## src/sv/tcipi_pkg.sv

```systemverilog
// Shared types and constants for the two-channel incremental PI controller.
// No dependencies; every other file refers to it by scoped names.
package tcipi_pkg;

  localparam int MAX_CH       = 2;
  localparam int CHANNELS_DEF = 2;
  localparam int DATA_W       = 32;
  localparam int PERIOD_W     = 16;
  localparam int IDX_W        = 3;
  localparam int IN_DATA_W    = 96;
  localparam int PROD_W       = 2 * DATA_W;

  localparam logic [PERIOD_W-1:0] PERIOD_RESET = PERIOD_W'(1);

  typedef enum logic [IDX_W-1:0] {
    REG_SETPOINT_CH0  = 3'd0,
    REG_SETPOINT_CH1  = 3'd1,
    REG_RUN_MASK      = 3'd2,
    REG_GAIN_B_CH0    = 3'd3,
    REG_GAIN_C_CH0    = 3'd4,
    REG_GAIN_B_CH1    = 3'd5,
    REG_GAIN_C_CH1    = 3'd6,
    REG_SAMPLE_PERIOD = 3'd7
  } reg_idx_t;

  typedef struct packed {
    logic [MAX_CH-1:0][DATA_W-1:0] setpoint;
    logic [MAX_CH-1:0][DATA_W-1:0] gain_b;
    logic [MAX_CH-1:0][DATA_W-1:0] gain_c;
    logic [MAX_CH-1:0]             run_mask;
    logic [PERIOD_W-1:0]           period;
  } cfg_t;

  localparam cfg_t CFG_RESET = '{
    setpoint: '0,
    gain_b:   '0,
    gain_c:   '0,
    run_mask: '0,
    period:   PERIOD_RESET
  };

endpackage

```

## src/sv/tcipi_cfg.sv

```systemverilog
// Configuration register file for the PI controller.
// Depends on tcipi_pkg for the register index codes and cfg_t.
module tcipi_cfg (
  input  logic                       clk,
  input  logic                       rst_n,
  input  logic                       cfg_valid,
  output logic                       cfg_ready,
  input  logic [tcipi_pkg::IDX_W-1:0] cfg_index,
  input  logic [tcipi_pkg::DATA_W-1:0] cfg_data,
  output tcipi_pkg::cfg_t            cfg
);

  tcipi_pkg::cfg_t cfg_r;

  assign cfg_ready = 1'b1;
  assign cfg       = cfg_r;

  always_ff @(posedge clk) begin
    if (!rst_n) begin
      cfg_r <= tcipi_pkg::CFG_RESET;
    end else if (cfg_valid) begin
      case (tcipi_pkg::reg_idx_t'(cfg_index))
        tcipi_pkg::REG_SETPOINT_CH0:  cfg_r.setpoint[0] <= cfg_data;
        tcipi_pkg::REG_SETPOINT_CH1:  cfg_r.setpoint[1] <= cfg_data;
        tcipi_pkg::REG_RUN_MASK:      cfg_r.run_mask    <= cfg_data[tcipi_pkg::MAX_CH-1:0];
        tcipi_pkg::REG_GAIN_B_CH0:    cfg_r.gain_b[0]   <= cfg_data;
        tcipi_pkg::REG_GAIN_C_CH0:    cfg_r.gain_c[0]   <= cfg_data;
        tcipi_pkg::REG_GAIN_B_CH1:    cfg_r.gain_b[1]   <= cfg_data;
        tcipi_pkg::REG_GAIN_C_CH1:    cfg_r.gain_c[1]   <= cfg_data;
        tcipi_pkg::REG_SAMPLE_PERIOD: cfg_r.period      <= cfg_data[tcipi_pkg::PERIOD_W-1:0];
        default: ;
      endcase
    end
  end

endmodule

```

## config.mk

```make
export PLATFORM = sky130hd
export DESIGN_NAME = tcipi_cfg
export DESIGN_NICKNAME = d
export VERILOG_FILES = /design/src/sv/tcipi_pkg.sv /design/src/sv/tcipi_cfg.sv
export SDC_FILE = /design/constraint.sdc
export NUM_CORES = 1
export LEC_CHECK = 0
export ABC_AREA = 0
export BUFFER_PORTS_ARGS = -buffer_cell sky130_fd_sc_hd__buf_4
export CAP_MARGIN = 20
export CORE_MARGIN = 2
export CORE_UTILIZATION = 50
export DETAILED_ROUTE_END_ITERATION = 7
export PLACE_DENSITY = 0.76
export REMOVE_ABC_BUFFERS = 1
export SYNTH_ARGS = -nofsm -noshare
export SYNTH_HDL_FRONTEND = slang
export SYNTH_SLANG_ARGS = --single-unit
```

## constraint.sdc

```tcl
create_clock -name clk -period 2.75 [get_ports clk]
set_input_delay 0.1375 -clock clk [delete_from_list [all_inputs] [get_ports clk]]
set_output_delay 0.1375 -clock clk [all_outputs]
set_load 0.02 [all_outputs]
```

# [Word level (Yosys, flattened, before mapping)]
# Cells that the tools add are included.
[op_classes] n_reduce_logical=9 n_eq_ne=7
[ops] cell="$reduce_and 2->1" count=8
[ops] cell="$eq 3x3->1 const B" count=4
[ops] cell="$eq 3x2->1 const B" count=2
[ops] cell="$eq 3x1->1 const B" count=1
[ops] cell="$logic_not 3->1" count=1
[word_totals] regBits=210

# [Longest topological paths before layout]
[logic_depth] depth_word=2 mapped_depth=5 ltp_nobuf=2

# [Least setup slack after synthesis]
# No wires, ideal clock.
[synth_path] kind="input to register" start="input cfg_index[1] (netlist bit)" end="register cfg_r (netlist bit cfg[146])" setup_time_ns=0.072 cell_stages=4 arrival_time_ns=1.090 slack_ns=1.588 cell_sequence="buf_4 nor4b_4 buf_6 mux2i_1"
[synth_via] elab_chain_cells=2
[synth_rtl] item="from (decl)" line="tcipi_cfg.sv:8" source="input logic [tcipi_pkg::IDX_W-1:0] cfg_index,"
[synth_rtl] item="$logic_not 3->1" line="tcipi_cfg.sv:22" source="case (tcipi_pkg::reg_idx_t'(cfg_index))"
[synth_rtl] item="$reduce_and 2->1 (no source line)"
[synth_rtl] item="to (signal assigned)" line="tcipi_cfg.sv:20" source="cfg_r <= tcipi_pkg::CFG_RESET;"
[synth_rtl] item="to (decl)" line="tcipi_cfg.sv:13" source="tcipi_pkg::cfg_t cfg_r;"
# Every way passes these cells.
# A chain may end at the register's enable or synchronous reset.

# [Worst setup path in the final report]
[layout_path] start="input cfg_index[1] (netlist bit)" end="register cfg_r (netlist bit cfg[127])"
[layout_via] elab_chain_cells=2
[layout_rtl] item="$eq 3x3->1" line="tcipi_cfg.sv:22"
[layout_rtl] item="$reduce_and 2->1 (no source line)"
# Every way passes these cells.

==> reports/qor.yml <==
timing:
  clock.fmax_mhz: 733
  post-route-period-util_pct: 49.6
  fin_worst_skew_ns: 0
  rsz0062_at_grt: "false"
  tightestPinTransition_ns: 0.899
  final-hold-violation-count: 0
  tns_ns: 0
  fin_crit_ns: 1.36
  finalSetupViolCount: 0
  slew_viol_final: 0
  relSlewSlack_pct: 39.8
detailed_routing:
  drtIter0Drc: 257
  drc: 0
  wl_per_cell_um: 16.6
  first_pass_iters: 5
  via_count: 5851
  post_drt_via_cell_ratio: 5.04
  ant_nets: 0
  wirelength_um: 19300
synthesis:
  synth_area_um2: 7620
  muxShareOfSynthArea_pct: 27.6
  synth_fa_ha_area_share_pct: 0
  yosysWarnings: 0
  synth_top_family_by_area: "multiplexers"
  syn_avg_cell_area_um2: 10.5
  synth.distinct_cells: 14
  synth-simple-area-share_pct: 13.3
  ys_ff_latch: 210
  synth_xor_area_share_pct: 0
  synth_compound_area_share_pct: 0
  syn_inst: 725
  ys_seq_area_share_pct: 55.2
final_layout:
  drive_gt1_share_pct: 31.0
  antenna_cells: 0
  area_growth_pct: 35.0
  largest_register_ffs: 210
  layout_common_cells: "262 x buf_4, 241 x nand2_1, 210 x mux2i_1, 210 x dfxtp_1, 21 x clkbuf_16"
  fin_util_pct: 68.5
  final_cells: 1162
  final_nets: 999
  final_common_cell: "buf_4"
global_route:
  grt_use_total_pct: 23.0
  use_met2_pct: 37.2
  antenna_found_initial: 0
  grtUsageMet1_pct: 30.5
  grt_pass1_wl_um: 30300
  grt_max_degree: 72
  gr-total-overflow: 0
  use_met3_pct: 7.24
  top_usage_layer: "met2"
  first_global_vias: 5606
clock_network:
  cts_setup_buffers: 0
  clk_pin_slew_ns: 0.06
  cts_max_path_buffers: 3
  cts_htree_levels: 1
  cts_tree: "yes"
  numCtsBuffers: 21
  clk-insertion-delay-late_ns: 0.48
  cts.sinks: 210
  root_buffer: "clkbuf_16"
power_and_ir_drop:
  power_density_nw_per_um2: 626
  internal-power_mw: 4.99
  max-vdd-ir-drop_uv: 518
  comb_power_share_pct: 7.9
  power.switching_mw: 1.46
  swShare_pct: 22.6
  pwr-share-clk_pct: 43.3
  p_leak_nw: 5.24
  p_seq_share_pct: 48.8
  power.total_mw: 6.44
worst_setup_path:
  crit_type: "input pin to flip-flop"
  cp-start-kind: "input pin"
  crit_path_end_kind: "flip-flop"
  critical-path-max-stage-delay_ns: 0.78
  cpMaxStageDelayCell: "nand4b_1"
  worstPathArrival_ns: 1.73
  cp_cell_sequence: "buf_4, nand4b_1, buf_4, mux2i_1"
  cpMostUsedCell: "buf_4"
  cp_max_fo: 13
  crit_required_ns: 3.12
floorplanning:
  core_um2: 15000
  die_h_um: 127
  fp-row-count: 45
  die-area_um2: 16200
  start_util_pct: 50.7
  ios: 249
  dieWidth_um: 127
place:
  gp_congestion: 0.768
  hpwl_um: 13300
  place_inst: 1125
  io_buffers: 247
run:
  max_cap_violations: 0
worst_hold_path:
  hp-class: "input pin to flip-flop"
run_status:
  status: "completed"
## area by class of cell
cell class / count / area (µm²)
clock inverter: 1 / 8.76
timing repair buffer: 266 / 2030
fill: 1205 / 4740
tap: 188 / 235
multi-input combinational: 462 / 3140
sequential: 210 / 4200
clock buffer: 35 / 678
## metrics by stage
stage / hold slack (ns) / setup slack (ns) / cell area (µm²)
finish: 0.0320 / 1.39 / 10300
global route: 0.0313 / 1.37 / 10300
CTS: 0.0166 / 1.43 / 10300
detailed placement: 0.414 / 0.935 / 9600
global placement: 0.412 / 0.934 / 9600
floorplan: 0.285 / 0.652 / 7330
## cells in the mapped netlist (all sizes together)
cell type  instances  area, µm²
and4bb             2       25.0
buf               40        248
clkbuf            13       48.8
conb               1       3.75
dfxtp            210       4200
mux2i            210       2100
nand2            241        905
nand4              1       12.5
nand4b             3       26.3
nand4bb            1       11.3
nor2b              2       12.5
nor4b              1       23.8
## timing repair
action                                  4_1_cts  5_1_grt
hold buffers                                  1        0
resized for setup                             0        0
hold endpoints to repair                      1        0
endpoints found under the setup margin        0        0
## power by group through the flow
stage	registers (mW)	clock network, mW	logic [mW]
after floorplan	3.29	0	0.158
final	3.15	2.79	0.508
after global routing	3.15	3.00	0.543
after detailed placement	3.21	0	0.509
after CTS	3.15	2.85	0.511
after global placement	3.21	0	0.505
## critical path, delay by kind of cell
| family | cells | cell delay, ns |
|---|---|---|
| mux | 1 | 0.15 |
| buf+inv | 2 | 0.65 |
| simple gates | 1 | 0.78 |
## cell families (layout without fill, tap and decap cells)
| logic type | Yosys count | count (layout) |
|---|---|---|
| and+or+nand+nor | 251 | 251 |
| muxes | 210 | 210 |
| other | 1 | 1 |
| DFF | 210 | 210 |
| buffers and inverters | 53 | 302 |
## final timing paths
path                              startpoint  slack (ns)        to  cells after the start
worst max-delay path            cfg_index[1]        1.39  cfg[127]                      4
worst min-delay path            cfg_data[26]        0.03   cfg[76]                      3
worst max register to register      cfg[118]        2.09  cfg[118]                      2
worst min register to register      cfg[156]        0.46  cfg[156]                      2
## layer usage
metal / wire length (µm) / part of all wire [%] / vias up
met4: 259 / 1.3 / 0
met5: 0 / 0 / -
met2: 8850 / 46 / 181
met1: 8530 / 44 / 2781
met3: 1620 / 8.4 / 22
li1: - / - / 2867
Power figures use the tool's default switching activity.
