[src/sv/tcipi_pkg.sv]
// Shared types and constants for the two-channel incremental PI controller.
// No dependencies; every other file refers to it by scoped names.
package tcipi_pkg;

  localparam int MAX_CH       = 2;
  localparam int CHANNELS_DEF = 2;
  localparam int DATA_W       = 32;
  localparam int PERIOD_W     = 16;
  localparam int IDX_W        = 3;
  localparam int IN_DATA_W    = 96;
  localparam int PROD_W       = 2 * DATA_W;

  localparam logic [PERIOD_W-1:0] PERIOD_RESET = PERIOD_W'(1);

  typedef enum logic [IDX_W-1:0] {
    REG_SETPOINT_CH0  = 3'd0,
    REG_SETPOINT_CH1  = 3'd1,
    REG_RUN_MASK      = 3'd2,
    REG_GAIN_B_CH0    = 3'd3,
    REG_GAIN_C_CH0    = 3'd4,
    REG_GAIN_B_CH1    = 3'd5,
    REG_GAIN_C_CH1    = 3'd6,
    REG_SAMPLE_PERIOD = 3'd7
  } reg_idx_t;

  typedef struct packed {
    logic [MAX_CH-1:0][DATA_W-1:0] setpoint;
    logic [MAX_CH-1:0][DATA_W-1:0] gain_b;
    logic [MAX_CH-1:0][DATA_W-1:0] gain_c;
    logic [MAX_CH-1:0]             run_mask;
    logic [PERIOD_W-1:0]           period;
  } cfg_t;

  localparam cfg_t CFG_RESET = '{
    setpoint: '0,
    gain_b:   '0,
    gain_c:   '0,
    run_mask: '0,
    period:   PERIOD_RESET
  };

endpackage

[src/sv/tcipi_acc.sv]
// Drive accumulation with saturation, and the result buffer that hands out
// one channel per item on the output stream. Depends on tcipi_pkg.
module tcipi_acc #(
  parameter int CHANNELS = tcipi_pkg::CHANNELS_DEF
) (
  input  logic                          clk,
  input  logic                          rst_n,
  input  logic                          prod_vld,
  input  logic [CHANNELS-1:0]           prod_mask,
  input  logic [tcipi_pkg::PROD_W-1:0]  prod_p1 [CHANNELS],
  input  logic [tcipi_pkg::PROD_W-1:0]  prod_p2 [CHANNELS],
  output logic                          take,
  output logic                          out_tvalid,
  input  logic                          out_tready,
  output logic [tcipi_pkg::DATA_W-1:0]  out_tdata,
  output logic                          out_tuser,
  output logic                          out_tlast
);

  localparam int DW = tcipi_pkg::DATA_W;
  localparam int PW = tcipi_pkg::PROD_W;
  localparam int SW = PW + 2;

  logic [CHANNELS-1:0] pend_r;
  logic [DW-1:0]       prev_drive_r [CHANNELS];
  logic [CHANNELS-1:0] pend_rest;
  logic                single;

  function automatic logic [DW-1:0] sat66(input logic signed [SW-1:0] v);
    if ((v[SW-1:DW-1] == '0) || (v[SW-1:DW-1] == '1)) begin
      return v[DW-1:0];
    end
    return v[SW-1] ? {1'b1, {(DW-1){1'b0}}} : {1'b0, {(DW-1){1'b1}}};
  endfunction

  // pending channels other than the lowest one
  assign pend_rest  = pend_r & (pend_r - 1'b1);
  assign single     = (pend_r != '0) && (pend_rest == '0);
  assign take       = (pend_r == '0) || (out_tready && single);
  assign out_tvalid = |pend_r;
  assign out_tlast  = single;

  always_comb begin
    out_tuser = 1'b0;
    out_tdata = prev_drive_r[0];
    for (int k = CHANNELS - 1; k >= 0; k--) begin
      if (pend_r[k]) begin
        out_tuser = 1'(k);
        out_tdata = prev_drive_r[k];
      end
    end
  end

  always_ff @(posedge clk) begin
    if (!rst_n) begin
      pend_r <= '0;
    end else if (take) begin
      pend_r <= prod_vld ? prod_mask : '0;
    end else if (out_tready) begin
      // drop the channel just handed out
      pend_r <= pend_rest;
    end
  end

  for (genvar g = 0; g < CHANNELS; g++) begin : g_ch
    logic signed [SW-1:0] sum;

    assign sum = SW'($signed(prev_drive_r[g])) + SW'($signed(prod_p1[g]))
               + SW'($signed(prod_p2[g]));

    always_ff @(posedge clk) begin
      if (!rst_n) begin
        prev_drive_r[g] <= '0;
      end else if (take && prod_vld && prod_mask[g]) begin
        prev_drive_r[g] <= sat66(sum);
      end
    end
  end

endmodule

[config.mk]
export PLATFORM = sky130hd
export DESIGN_NAME = tcipi_acc
export DESIGN_NICKNAME = d
export VERILOG_FILES = /design/src/sv/tcipi_pkg.sv /design/src/sv/tcipi_acc.sv
export SDC_FILE = /design/constraint.sdc
export NUM_CORES = 1
export LEC_CHECK = 0
export BUFFER_PORTS_ARGS = -buffer_cell sky130_fd_sc_hd__buf_2
export CORE_MARGIN = 4
export CORE_UTILIZATION = 50
export CTS_CLUSTER_SIZE = 12
export DETAILED_ROUTE_END_ITERATION = 7
export GPL_TIMING_DRIVEN = 0
export PLACE_DENSITY_LB_ADDON = 0.2
export SKIP_LAST_GASP = 1
export SYNTH_ARGS = -nofsm -noshare
export SYNTH_HDL_FRONTEND = slang
export SYNTH_SLANG_ARGS = --single-unit
[constraint.sdc]
create_clock -name clk -period 4.86 [get_ports clk]
set_input_delay 0.729 -clock clk [delete_from_list [all_inputs] [get_ports clk]]
set_output_delay 0.729 -clock clk [all_outputs]
set_load 0.02 [all_outputs]
=== Word level (Yosys, flattened, before mapping) ===
Memories as Yosys holds them, arrays and structs flattened.
Index checks and enable logic that the tools add are counted.
Widths: inputs -> output; s select.

* Memories: 1
* Output and inout port bits: 36
* Memory bits (writable): 64
* Bits in registers: 2
* Logic and storage cells: 59

* Add/sub/neg operators: 5
* Mux-type cells: 32
* Equal/unequal tests: 2
* Bitwise operators: 3
* Reductions and logical operators: 15

{| class="wikitable"
|+ Memories
! memory !! depth !! width !! rd ports !! clocked after Yosys merged registers in !! write ports !! line !! text
|-
| prev_drive_r || 2 || 32 || 2 || 0 || 2 || tcipi_acc.sv:25 || <nowiki>logic [DW-1:0] prev_drive_r [CHANNELS];</nowiki>
|}

{| class="wikitable"
|+ Operators with widths
! cell !! count
|-
| $mux 32 || 14
|-
| $add 65x64->66 || 2
|-
| $add 32x64->65 || 2
|-
| $eq 35x35->1 const B || 2
|-
| $logic_not 35->1 || 2
|-
| $mux 1 || 15
|-
| $mux 2 || 3
|-
| $logic_and 1x1->1 || 5
|-
| $logic_not 2->1 || 2
|-
| $reduce_bool 2->1 || 2
|-
| $logic_or 1x1->1 || 3
|-
| $and 2x2->2 || 1
|-
| $or 1x1->1 || 2
|-
| $reduce_or 2->1 || 1
|-
| $sub 2x1->2 const B || 1
|}

=== Longest topological paths before layout ===
Gate-level depths: netlist of run 1.

* Word-level depth: 14
* Mapped depth: 18
* Gate-level depth less buffers: 17

=== Worst setup path after synthesis of run 1 ===
No wires, ideal clock.

* Path type: reg2reg
* Start point: memory prev_drive_r[1][31] (netlist name)
* End point: memory prev_drive_r[1][29] (netlist name) (data pin)
* Buffers on the path: 2
* Data arrival time: 5,057 ps
* Cell stages (with the launch flop): 17
* Library setup time: 260 ps
* Path slack: -457 ps
* Path through: edfxtp_1 fa_1 ha_1 buf_2 nand2_1 nor4_1 inv_1 a211oi_1 nor3_2 mux2i_1 nand4bb_1 or4b_1 and4bb_1 nand4_1 o2111ai_1 clkbuf_4 o21ai_1

{| class="wikitable"
|+ RTL lines
! what !! line
|-
| start: declaration || tcipi_acc.sv:25
|}

==> out/qor.yml, run 1 <==
grt_overflow_total: 0
yosysWarningCount: 0
drv_slew: 0
synthArstFlopShare_pct: 0
insertion_delay_ns: 0.35
syn-num-nets: 2261
leakagePower_uw: 0.00802
post-route-period-util_pct: 105
h-tree-depth: 3
relSlewSlack_pct: 40.9
hold_buffers: 0
io_buffers: 297
status: "finished, violations left"
num_vias: 15500
cts_buffers: 9
dp_slack_ns: -1.08
crit_end: "prev_drive_r[1][2]$_SDFFCE_PN0P_"
vias_per_cell: 6.21
worst-path-max-fanout: 7
worst_setup_path_start_kind: "input pin"
fmax_mhz: 195
tritoncts: "built"
detail_route.wl_per_cell_um: 21.6
synth_top_family_by_area: "adder cells"
synth_largest_area_cell: "fa_1"
synthMuxAreaShare_pct: 2.84
antenna_found_initial: 0
clockBufferDepth: 2
fp.coreArea_sq_um: 28900
cp.required_ns: 4.96
yosys.area_share.adder_pct: 28.7
ant_nets: 0
cap_violations: 0
synth_simple_gate_area_share_pct: 18.4
start_util_pct: 51.1
violations: "negative setup slack"
die_y_um: 180
setup.worst_path.start: "prod_p2[1]"
dieWidth_um: 180
clkTransAtPathRegs_ns: 0.07
area_growth_pct: 29.5
avgSynthCellArea_sq_um: 8.50
grt.total_usage_pct: 31.2
grt_pass1_wl_um: 82100
grt_max_degree: 33
fin_nets: 2634
irDropWorstVdd_v: 0.000179
cts.sinks: 66
synth_edf_count: 64
wl_um: 54100
first_pass_iters: 5
r2r_slack_ns: -0.24
stdcell_area_sq_um: 19100
path_class: "input pin to flip-flop"
setup_viol: 62
setup_slack_ns: -0.264
synth_top_area_share_pct: 17.6
synth_cell_types: 108
synthFlopType: "edfxtp_1"
timing.hold.worst_path_depth: 2
synth_xor_area_share_pct: 6.46
cts-root-buf: "clkbuf_16"
ff2ff_path_depth: 17
place_congestion: 1.01
die_area_sq_um: 32400
grt_pass1_vias: 15300
rr_endpoint: "prev_drive_r[0][9]$_SDFFCE_PN0P_"
diodes: 0
worstMarginPinSlew_ns: 0.887
place_area_sq_um: 17100
rsz0062_at_grt: "yes"
power_density_nw_per_um2: 358
r2r_start: "prev_drive_r[0][31]$_SDFFCE_PN0P_"
final.min_clock_period_ns: 5.12
post-place-cells: 2423
yosys_register_bits: 66
yosysSeqAreaShare_pct: 13.3
end_kind: "flip-flop"
yosys-top-cells-area: "fa_1 (18%), edfxtp_1 (13%), ha_1 (11%)"
placement_rows: 62
dp_hpwl_um: 44400
drt_iter0_drc: 1188
syn_area_sq_um: 14800
hp-class: "flip-flop to flip-flop"
synth_compound_area_share_pct: 26.1
finalHoldViolCount: 0
io-pin-count: 298
instances_no_fill: 2500
skew_ns: 0.0114
drive_above_1_share_pct: 34.1
drc: 0
critical_path_arrival_ns: 5.22
synthesis.instances: 1738
tns_ns: -14.06
-- cells by family after synthesis --
logic type | count (synthesis)
AOI/OAI and AO/OA | 599
xor gates and xnor gates | 109
adders and majority gates | 261
buffers and inverters | 135
DFF | 66
muxes | 38
and+or+nand+nor | 530
-- placed cells by master (no fill, tap or decap), types with 10 or more instances in the layout --
master	instances
a211oi_1	10
a21o_1	42
a21oi_1	149
a21oi_2	58
a31oi_1	17
and2_1	10
and4_1	12
buf_2	302
buf_4	70
buf_6	16
clkbuf_1	16
clkbuf_16	18
clkbuf_2	13
edfxtp_1	64
fa_1	127
ha_1	111
ha_2	10
ha_4	10
inv_1	45
mux2_2	32
nand2_1	158
nand3_1	32
nand4_1	68
nor2_1	102
nor2b_1	11
nor3_1	26
nor4_1	10
o211ai_1	22
o21a_1	16
o21ai_0	88
o21ai_1	17
o21ai_2	34
o21bai_1	24
o31ai_1	12
or3_1	10
xnor2_1	51
xor2_1	54
-- state kept, by name, summed over array words and instances, names as in the netlist --
signal / count
prev_drive_r: 64
pend_r: 2
-- Yosys cell counts, types with 6 or more instances --
| cell type | count |
|---|---|
| nand4_1 | 68 |
| nand2_1 | 164 |
| o211ai_1 | 22 |
| a211oi_1 | 13 |
| and4_1 | 13 |
| o21ai_1 | 23 |
| clkbuf_1 | 52 |
| nand3_1 | 35 |
| nor3_1 | 29 |
| a31oi_1 | 21 |
| nor4_1 | 18 |
| fa_1 | 130 |
| nor2b_1 | 11 |
| a21oi_1 | 207 |
| and3_1 | 6 |
| xor2_1 | 57 |
| o21ai_0 | 102 |
| edfxtp_1 | 64 |
| o21ai_2 | 17 |
| or3_1 | 11 |
| inv_1 | 45 |
| xnor2_1 | 52 |
| or2_2 | 6 |
| o21a_1 | 16 |
| buf_2 | 18 |
| a21o_1 | 42 |
| a21boi_0 | 9 |
| o221ai_1 | 9 |
| o2111ai_1 | 6 |
| nor2_1 | 107 |
| o31ai_1 | 15 |
| mux2_2 | 32 |
| ha_1 | 131 |
| and2_1 | 10 |
| o21bai_1 | 26 |
| nand2b_1 | 8 |
| mux2i_1 | 6 |
-- stage by stage --
| step | power [uW] | hold WS, ns | util (%) |
|---|---|---|---|
| after floorplan | 4120 | 0.521 | - |
| final | 6840 | 0.575 | 66.1 |
| after CTS | 6440 | 0.566 | 63.3 |
| after detailed placement | 5360 | 0.554 | 59.3 |
| after global routing | 7340 | 0.634 | 66.1 |
| after global placement | 5290 | 0.546 | 58.9 |
-- final cells by class --
cell class,instances,area [sq um]
Multi-Input combinational cell,1537,13200
Fill cell,2430,9800
Timing Repair Buffer,379,2370
Sequential cell,66,1960
Buffer,73,592
Tap cell,384,480
Clock buffer,9,225
Inverter,45,169
Clock inverter,7,92.6
-- repair_timing --
action | 4_1_cts | 5_1_grt
endpoints found under the setup margin | 62 | 62
setup buffers | 29 | 37
gates resized for setup | 134 | 105
cloned | 4 | 8
pin swaps | 37 | 44
-- worst min path at each step --
stage | end | slack [ns] | start
2_1_floorplan | pend_r[0]$_SDFFE_PN0P_ | 0.52 | pend_r[0]$_SDFFE_PN0P_
5_1_grt | pend_r[1]$_SDFFE_PN0P_ | 0.63 | out_tready
6_report | pend_r[0]$_SDFFE_PN0P_ | 0.58 | pend_r[0]$_SDFFE_PN0P_
4_1_cts | pend_r[0]$_SDFFE_PN0P_ | 0.57 | pend_r[0]$_SDFFE_PN0P_
3_3_place_gp | pend_r[0]$_SDFFE_PN0P_ | 0.55 | pend_r[0]$_SDFFE_PN0P_
3_5_place_dp | pend_r[0]$_SDFFE_PN0P_ | 0.55 | pend_r[0]$_SDFFE_PN0P_
-- power breakdown --
| part | total (uW) | internal, uW | switching [uW] |
|---|---|---|---|
| sequential | 758 | 699 | 58.6 |
| combinational | 5350 | 2120 | 3230 |
| clock | 730 | 449 | 281 |
-- critical path, cell delays in order --
cell and delay [ns]:
buf_6 0.09, fa_1 0.52, ha_4 0.19, fa_2 0.37
a211oi_4 0.32, o21ai_4 0.14, a211oi_4 0.30, a211oi_4 0.15
or2_4 0.27, a2111o_1 0.37, o211ai_1 0.15, or4b_4 0.50
and4bb_1 0.29, nand4_1 0.18, o2111ai_4 0.26, buf_12 0.18
clkbuf_16 0.16, o21ai_2 0.05
-- per-layer routing --
layer / global-route usage (%) / wire (um) / vias up
met2: 50.1 / 24900 / 717
met1: 42.3 / 22800 / 7450
li1: - / - / 7256
met3: 4.61 / 3980 / 110
met4: 13.4 / 2350 / 0
met5: 0 / 0 / -
(Power assumes the default switching activity.)
==> run 2, diff against run 1 <==
- ABC_AREA: unset -> 1
- CELL_PAD_IN_SITES_DETAIL_PLACEMENT: unset -> 0
- CELL_PAD_IN_SITES_GLOBAL_PLACEMENT: unset -> 2
- CORE_UTILIZATION: 50 -> 28
==> run 2 against run 1 <==
Maximum frequency rose by 10%. Flip-flop and latch count unchanged. Largest power group unchanged. Power grew 9.7%. Cell area rose by 15%. Hold slack worse by 0.074 ns. Die area up 120%. Critical path depth increased by 3. The flow now finishes without violations.
==> out/qor.yml, run 2 <==
power_density_nw_per_um2: 343  # was 358 nW/um^2
grt_max_degree: 33  # unchanged
synth_largest_area_cell: "nand2_1"  # was fa_1
yosysMostFrequentCell: "nand2_1"  # was a21oi_1
drive_above_1_share_pct: 12.2  # was 34.1%
cts.sinks: 66  # unchanged
yosys_register_bits: 66  # unchanged
top_register: "prev_drive_r"  # unchanged
relSlewSlack_pct: 45.0  # was 40.9%
status: "finished clean"  # was finished, violations left
synthFlopType: "edfxtp_1"  # unchanged
cts-root-buf: "clkbuf_16"  # unchanged
insertion_delay_ns: 0.34  # was 0.35 ns
avgSynthCellArea_sq_um: 5.72  # was 8.50 sq um
syn-num-nets: 3823  # was 2261
post-place-cells: 4465  # was 2423
diodes: 0  # unchanged
clockBufferDepth: 2  # unchanged
final.min_clock_period_ns: 4.64  # was 5.12 ns
instances_no_fill: 4484  # was 2500
syn_area_sq_um: 18900  # was 14800 sq um
synthesis.instances: 3300  # was 1738
multiInputGateArea_sq_um: 14200  # was 13200 sq um
cts_buffers: 9  # unchanged
h-tree-depth: 3  # unchanged
regArea_sq_um: 1960  # unchanged
clkTransAtPathRegs_ns: 0.06  # was 0.07 ns
start_util_pct: 28.5  # was 51.1%
holdWs_ns: 0.501  # was 0.575 ns
largest_register_ffs: 64  # unchanged
path_class: "flip-flop to flip-flop"  # was input pin to flip-flop
num_vias: 19800  # was 15500
yosysSeqAreaShare_pct: 10.4  # was 13.3%
antenna_found_initial: 0  # unchanged
fp.coreArea_sq_um: 66200  # was 28900 sq um
leakagePower_uw: 0.0129  # was 0.00802 uW
utilization_pct: 33.1  # was 66.1%
drc: 0  # unchanged
irDropWorstVdd_v: 0.000244  # was 0.000179 V
worst_setup_path_start_kind: "flip-flop"  # was input pin
grt_overflow_total: 0  # unchanged
tritoncts: "built"  # unchanged
synth_edf_count: 64  # unchanged
final_cell_mix: "nand2_1 (1458), inv_1 (682), buf_2 (299)"  # was buf_2 (302), nand2_1 (158), a21oi_1 (149)
dp_hpwl_um: 71900  # was 44400 um
grt.total_usage_pct: 21.5  # was 31.2%
post-route-period-util_pct: 95.4  # was 105%
dieWidth_um: 268  # was 180 um
placement_rows: 94  # was 62
worstMarginPinSlew_ns: 0.822  # was 0.887 ns
vias_per_cell: 4.42  # was 6.21
grt_pass1_wl_um: 116000  # was 82100 um
area_growth_pct: 16.2  # was 29.5%
die_y_um: 268  # was 180 um
synthArstFlopShare_pct: 0  # unchanged
cap_violations: 0  # unchanged
worst-path-max-fanout: 18  # was 7
nFillCells: 7739  # was 2430
drt_iter0_drc: 1355  # was 1188
grt_pass1_vias: 19100  # was 15300
fmax_mhz: 216  # was 195 MHz
yosysWarningCount: 0  # unchanged
first_pass_iters: 6  # was 5
die_area_sq_um: 71600  # was 32400 sq um
reg.largest.list: "prev_drive_r (64), pend_r (2)"  # unchanged
hold_buffers: 0  # unchanged
synth_top_area_share_pct: 29.0  # was 17.6%
ant_nets: 0  # unchanged
r2r_slack_ns: 0.22  # was -0.24 ns
hp-class: "flip-flop to flip-flop"  # unchanged
io-pin-count: 298  # unchanged
layout_commonest_cell: "nand2_1"  # was buf_2
finalHoldViolCount: 0  # unchanged
io_buffers: 297  # unchanged
drv_slew: 0  # unchanged
critical_path_arrival_ns: 4.71  # was 5.22 ns
rsz0062_at_grt: "yes"  # unchanged
setup_viol: 0  # was 62
synth_cell_types: 41  # was 108
detail_route.wl_per_cell_um: 17.5  # was 21.6 um
end_kind: "flip-flop"  # unchanged
synth_commonest_cells: "nand2_1 (1460), inv_1 (682), nor2_1 (244)"  # was a21oi_1 (207), nand2_1 (164), ha_1 (131)
wl_um: 78600  # was 54100 um
fin_nets: 4138  # was 2634
place_congestion: 0.902  # was 1.01
skew_ns: 0.00576  # was 0.0114 ns
cp.required_ns: 4.93  # was 4.96 ns
yosys-top-cells-area: "nand2_1 (29%), fa_1 (14%), inv_1 (14%)"  # was fa_1 (18%), edfxtp_1 (13%), ha_1 (11%)
p_total_uw: 7510  # was 6840 uW
-- run 2: final timing paths --
path,start,cells after the start,endpoint
worst max-delay path,prev_drive_r[1][31]$_SDFFCE_PN0P_,21,prev_drive_r[1][4]$_SDFFCE_PN0P_
worst min-delay path,pend_r[0]$_SDFFE_PN0P_,2,pend_r[0]$_SDFFE_PN0P_
worst max register to register,prev_drive_r[1][31]$_SDFFCE_PN0P_,21,prev_drive_r[1][4]$_SDFFCE_PN0P_
worst min register to register,pend_r[0]$_SDFFE_PN0P_,2,pend_r[0]$_SDFFE_PN0P_
-- run 2: stage by stage --
| step | TNS, ns | setup WS, ns | area [sq um] |
|---|---|---|---|
| finish | 0 | 0.223 | 21900 |
| global route | -0.00449 | -0.00449 | 21900 |
| CTS | 0 | 0.0370 | 21900 |
| detailed placement | -1.21 | -0.0648 | 21500 |
| global placement | -58.89 | -1.01 | 21400 |
| floorplan | 0 | 0.748 | 18900 |
-- run 2: worst max-delay path, cell delays in order, from the launching register on --
cell	delay, ns
edfxtp_1	0.47
buf_12	0.20
buf_16	0.18
fa_1	0.44
ha_2	0.46
nand2_1	0.13
nor2_1	0.29
nand2_1	0.25
nor3_4	0.29
and3_1	0.20
nand2_1	0.13
nand2_1	0.13
nand2_1	0.06
nand2_1	0.06
nand2_1	0.05
nor2_1	0.09
nand2_1	0.09
nor2_1	0.11
nand3_2	0.11
nand2_1	0.17
buf_2	0.30
a21oi_1	0.12
-- run 2: layer usage --
metal  global-route usage [%]  part of all wire [%]  up-vias
met4                     3.22                   1.4        0
met5                        0                     0        -
met2                     34.6                    43      496
li1                         -                     -    10600
met3                     1.99                   4.7       36
met1                     31.8                    51     8707
-- run 2: layout make-up --
type	count	share of cell area (%)
Buffer	21	0.679
Clock buffer	9	1.03
Clock inverter	7	0.428
Inverter	695	11.9
Multi-Input combinational cell	2518	64.7
Sequential cell	66	8.95
Tap cell	864	4.93
Timing Repair Buffer	304	7.41
-- run 2: cells by family (layout without fill, tap and decap cells) --
family	count (synthesis)	after routing	synth area share, %
AOI/OAI and AO/OA	182	182	5.56
xor gates and xnor gates	66	66	3.14
adders and majority gates	261	261	22.5
buffers and inverters	716	1036	14.6
DFF	66	66	10.4
muxes	31	31	1.85
and+or+nand+nor	1978	1978	41.9
-- run 2: power breakdown --
part           leakage [uW]  internal, uW  switching [uW]  total (uW)
sequential         0.000694           708            80.9         789
combinational        0.0120          1890            4110        6000
clock              0.000151           448             269         718
-- run 2: repair_timing --
item,CTS,global route
buffers inserted,0,3
gates resized for setup,0,4
setup endpoints to repair,0,61
==> run 3, diff against run 2 <==
- RECOVER_POWER: unset -> 25
==> run 3 against run 2 <==
Hold slack barely moved. Combinational power barely moved. Critical endpoint is now prev_drive_r[1][6]$_SDFFCE_PN0P_. Cell area barely moved. First-iteration DRC count fell by 2.4%. Via count barely moved. Critical path type unchanged. Routed wire length barely moved. Setup slack got worse by 0.0068 ns. Core utilization barely moved. Power barely moved. Register-to-register slack barely moved. Die area did not move.
==> out/qor.yml, run 3 (synthesis gave the netlist of run 2 again) <==
vias_per_cell: 4.41  # was 4.42
die_y_um: 268  # unchanged
tritoncts: "built"  # unchanged
top_register: "prev_drive_r"  # unchanged
h-tree-depth: 3  # unchanged
leakagePower_uw: 0.0128  # was 0.0129 uW
cts.sinks: 66  # unchanged
cp.required_ns: 4.93  # about the same
die_area_sq_um: 71600  # unchanged
drt_iter0_drc: 1322  # was 1355
final.min_clock_period_ns: 4.64  # about the same
utilization_pct: 33.1  # about the same
placement_rows: 94  # unchanged
wl_um: 78600  # about the same
insertion_delay_ns: 0.34  # about the same
post-place-cells: 4465  # unchanged
end_kind: "flip-flop"  # unchanged
grt_pass1_vias: 19100  # unchanged
detail_route.wl_per_cell_um: 17.5  # about the same
grt.total_usage_pct: 21.5  # unchanged
nFillCells: 7742  # was 7739
rsz0062_at_grt: "yes"  # unchanged
antenna_found_initial: 0  # unchanged
r2r_start: "prev_drive_r[1][31]$_SDFFCE_PN0P_"  # unchanged
num_vias: 19800  # about the same
cap_violations: 0  # unchanged
grt_max_degree: 33  # unchanged
grt_overflow_total: 0  # unchanged
worst_setup_path_start_kind: "flip-flop"  # unchanged
setup.worst_path.start: "prev_drive_r[1][31]$_SDFFCE_PN0P_"  # unchanged
irDropWorstVdd_v: 0.000244  # about the same
cts-root-buf: "clkbuf_16"  # unchanged
fp.coreArea_sq_um: 66200  # unchanged
first_pass_iters: 5  # was 6
drc: 0  # unchanged
place_congestion: 0.902  # unchanged
dieWidth_um: 268  # unchanged
tns_ns: 0  # unchanged
ant_nets: 0  # unchanged
cts_buffers: 9  # unchanged
worst-path-max-fanout: 18  # unchanged
fin_nets: 4138  # unchanged
skew_ns: 0.00607  # was 0.00576 ns
setup_viol: 0  # unchanged
fmax_mhz: 215  # was 216 MHz
reg.largest.list: "prev_drive_r (64), pend_r (2)"  # unchanged
largest_register_ffs: 64  # unchanged
instances_no_fill: 4485  # was 4484
start_util_pct: 28.5  # unchanged
layout_commonest_cell: "nand2_1"  # unchanged
hold_start: "pend_r[0]$_SDFFE_PN0P_"  # unchanged
status: "finished clean"  # unchanged
holdWs_ns: 0.501  # about the same
clkTransAtPathRegs_ns: 0.06  # about the same
relSlewSlack_pct: 4.24  # was 45.0%
post-route-period-util_pct: 95.6  # was 95.4%
regArea_sq_um: 1960  # unchanged
io_buffers: 297  # unchanged
power_density_nw_per_um2: 343  # about the same
io-pin-count: 298  # unchanged
multiInputGateArea_sq_um: 14200  # about the same
area_growth_pct: 16.1  # was 16.2%
hp-class: "flip-flop to flip-flop"  # unchanged
drive_above_1_share_pct: 12.0  # was 12.2%
worstMarginPinSlew_ns: 1.43  # was 0.822 ns
clockBufferDepth: 2  # unchanged
drv_slew: 0  # unchanged
final_cell_mix: "nand2_1 (1459), inv_1 (682), buf_2 (294)"  # was nand2_1 (1458), inv_1 (682), buf_2 (299)
finalHoldViolCount: 0  # unchanged
critical_path_arrival_ns: 4.71  # about the same
dp_hpwl_um: 71900  # unchanged
grt_pass1_wl_um: 116000  # unchanged
path_class: "flip-flop to flip-flop"  # unchanged
run 3: cell types whose count changed in the layout (fill, tap and decap cells not counted), sizes merged:
cell | previous run | this run
buf | 319 | 314
clkbuf | 15 | 20
diode | 0 | 1
run 3: worst max-delay path, cell delays in order, from the launching register on:
cell and delay (ns):
edfxtp_1 0.47, buf_12 0.20, buf_16 0.18, fa_1 0.44, ha_2 0.46, nand2_1 0.13, nor2_1 0.29, nand2_1 0.25
nor3_4 0.29, and3_1 0.20, nand2_1 0.13, nand2_1 0.13, nand2_1 0.06, nand2_1 0.06, nand2_1 0.05, nor2_1 0.09
nand2_1 0.09, nor2_1 0.11, nand3_2 0.11, nand2_1 0.17, buf_2 0.30, a21oi_1 0.12
run 3: report_power, final:
| group | total (uW) | switching, uW | internal, uW |
|---|---|---|---|
| combinational | 6000 | 4110 | 1890 |
| sequential | 789 | 80.6 | 709 |
| clock | 718 | 270 | 448 |
| total | 7510 | 4460 | 3050 |
run 3: stage by stage:
stage	worst slack (ns)	power, uW	cell area, sq um
after floorplan	0.748	4810	18900
after global placement	-1.01	6820	21400
after detailed placement	-0.0648	6820	21500
after CTS	0.0370	7560	21900
final	0.216	7510	21900
after global routing	-0.00449	8370	21900
run 3: repair_timing:
action / 4_1_cts / 5_1_grt
resized for setup: 0 / 4
hold buffers: 0 / 0
buffers inserted: 0 / 3
setup endpoints to repair: 0 / 61
run 3: cell type report:
| type | instances | area share (%) |
|---|---|---|
| plain buffers | 21 | 0.680 |
| inverters | 695 | 11.9 |
| clock buffers | 9 | 1.03 |
| flip-flops and latches | 66 | 8.96 |
| well taps | 864 | 4.93 |
| repair buffers | 304 | 7.38 |
| diodes | 1 | 0.0114 |
| multi-input cells | 2518 | 64.7 |
| clock inverters | 7 | 0.428 |
run 3: per-layer routing:
metal  track usage (%)  up-vias  routed length [um]
met5                 0        -                   0
met4              3.22        0                1060
met3              1.99       36                3830
met2              34.6      494               33900
met1              31.8     8696               39800
li1                  -    10600                   -
run 3: path summary, 6_finish.rpt:
| check | end | depth (start not counted) | slack (ns) |
|---|---|---|---|
| worst max-delay path | prev_drive_r[1][6]$_SDFFCE_PN0P_ | 21 | 0.22 |
| worst min-delay path | pend_r[0]$_SDFFE_PN0P_ | 2 | 0.50 |
| worst max register to register | prev_drive_r[1][6]$_SDFFCE_PN0P_ | 21 | 0.22 |
| worst min register to register | pend_r[0]$_SDFFE_PN0P_ | 2 | 0.50 |
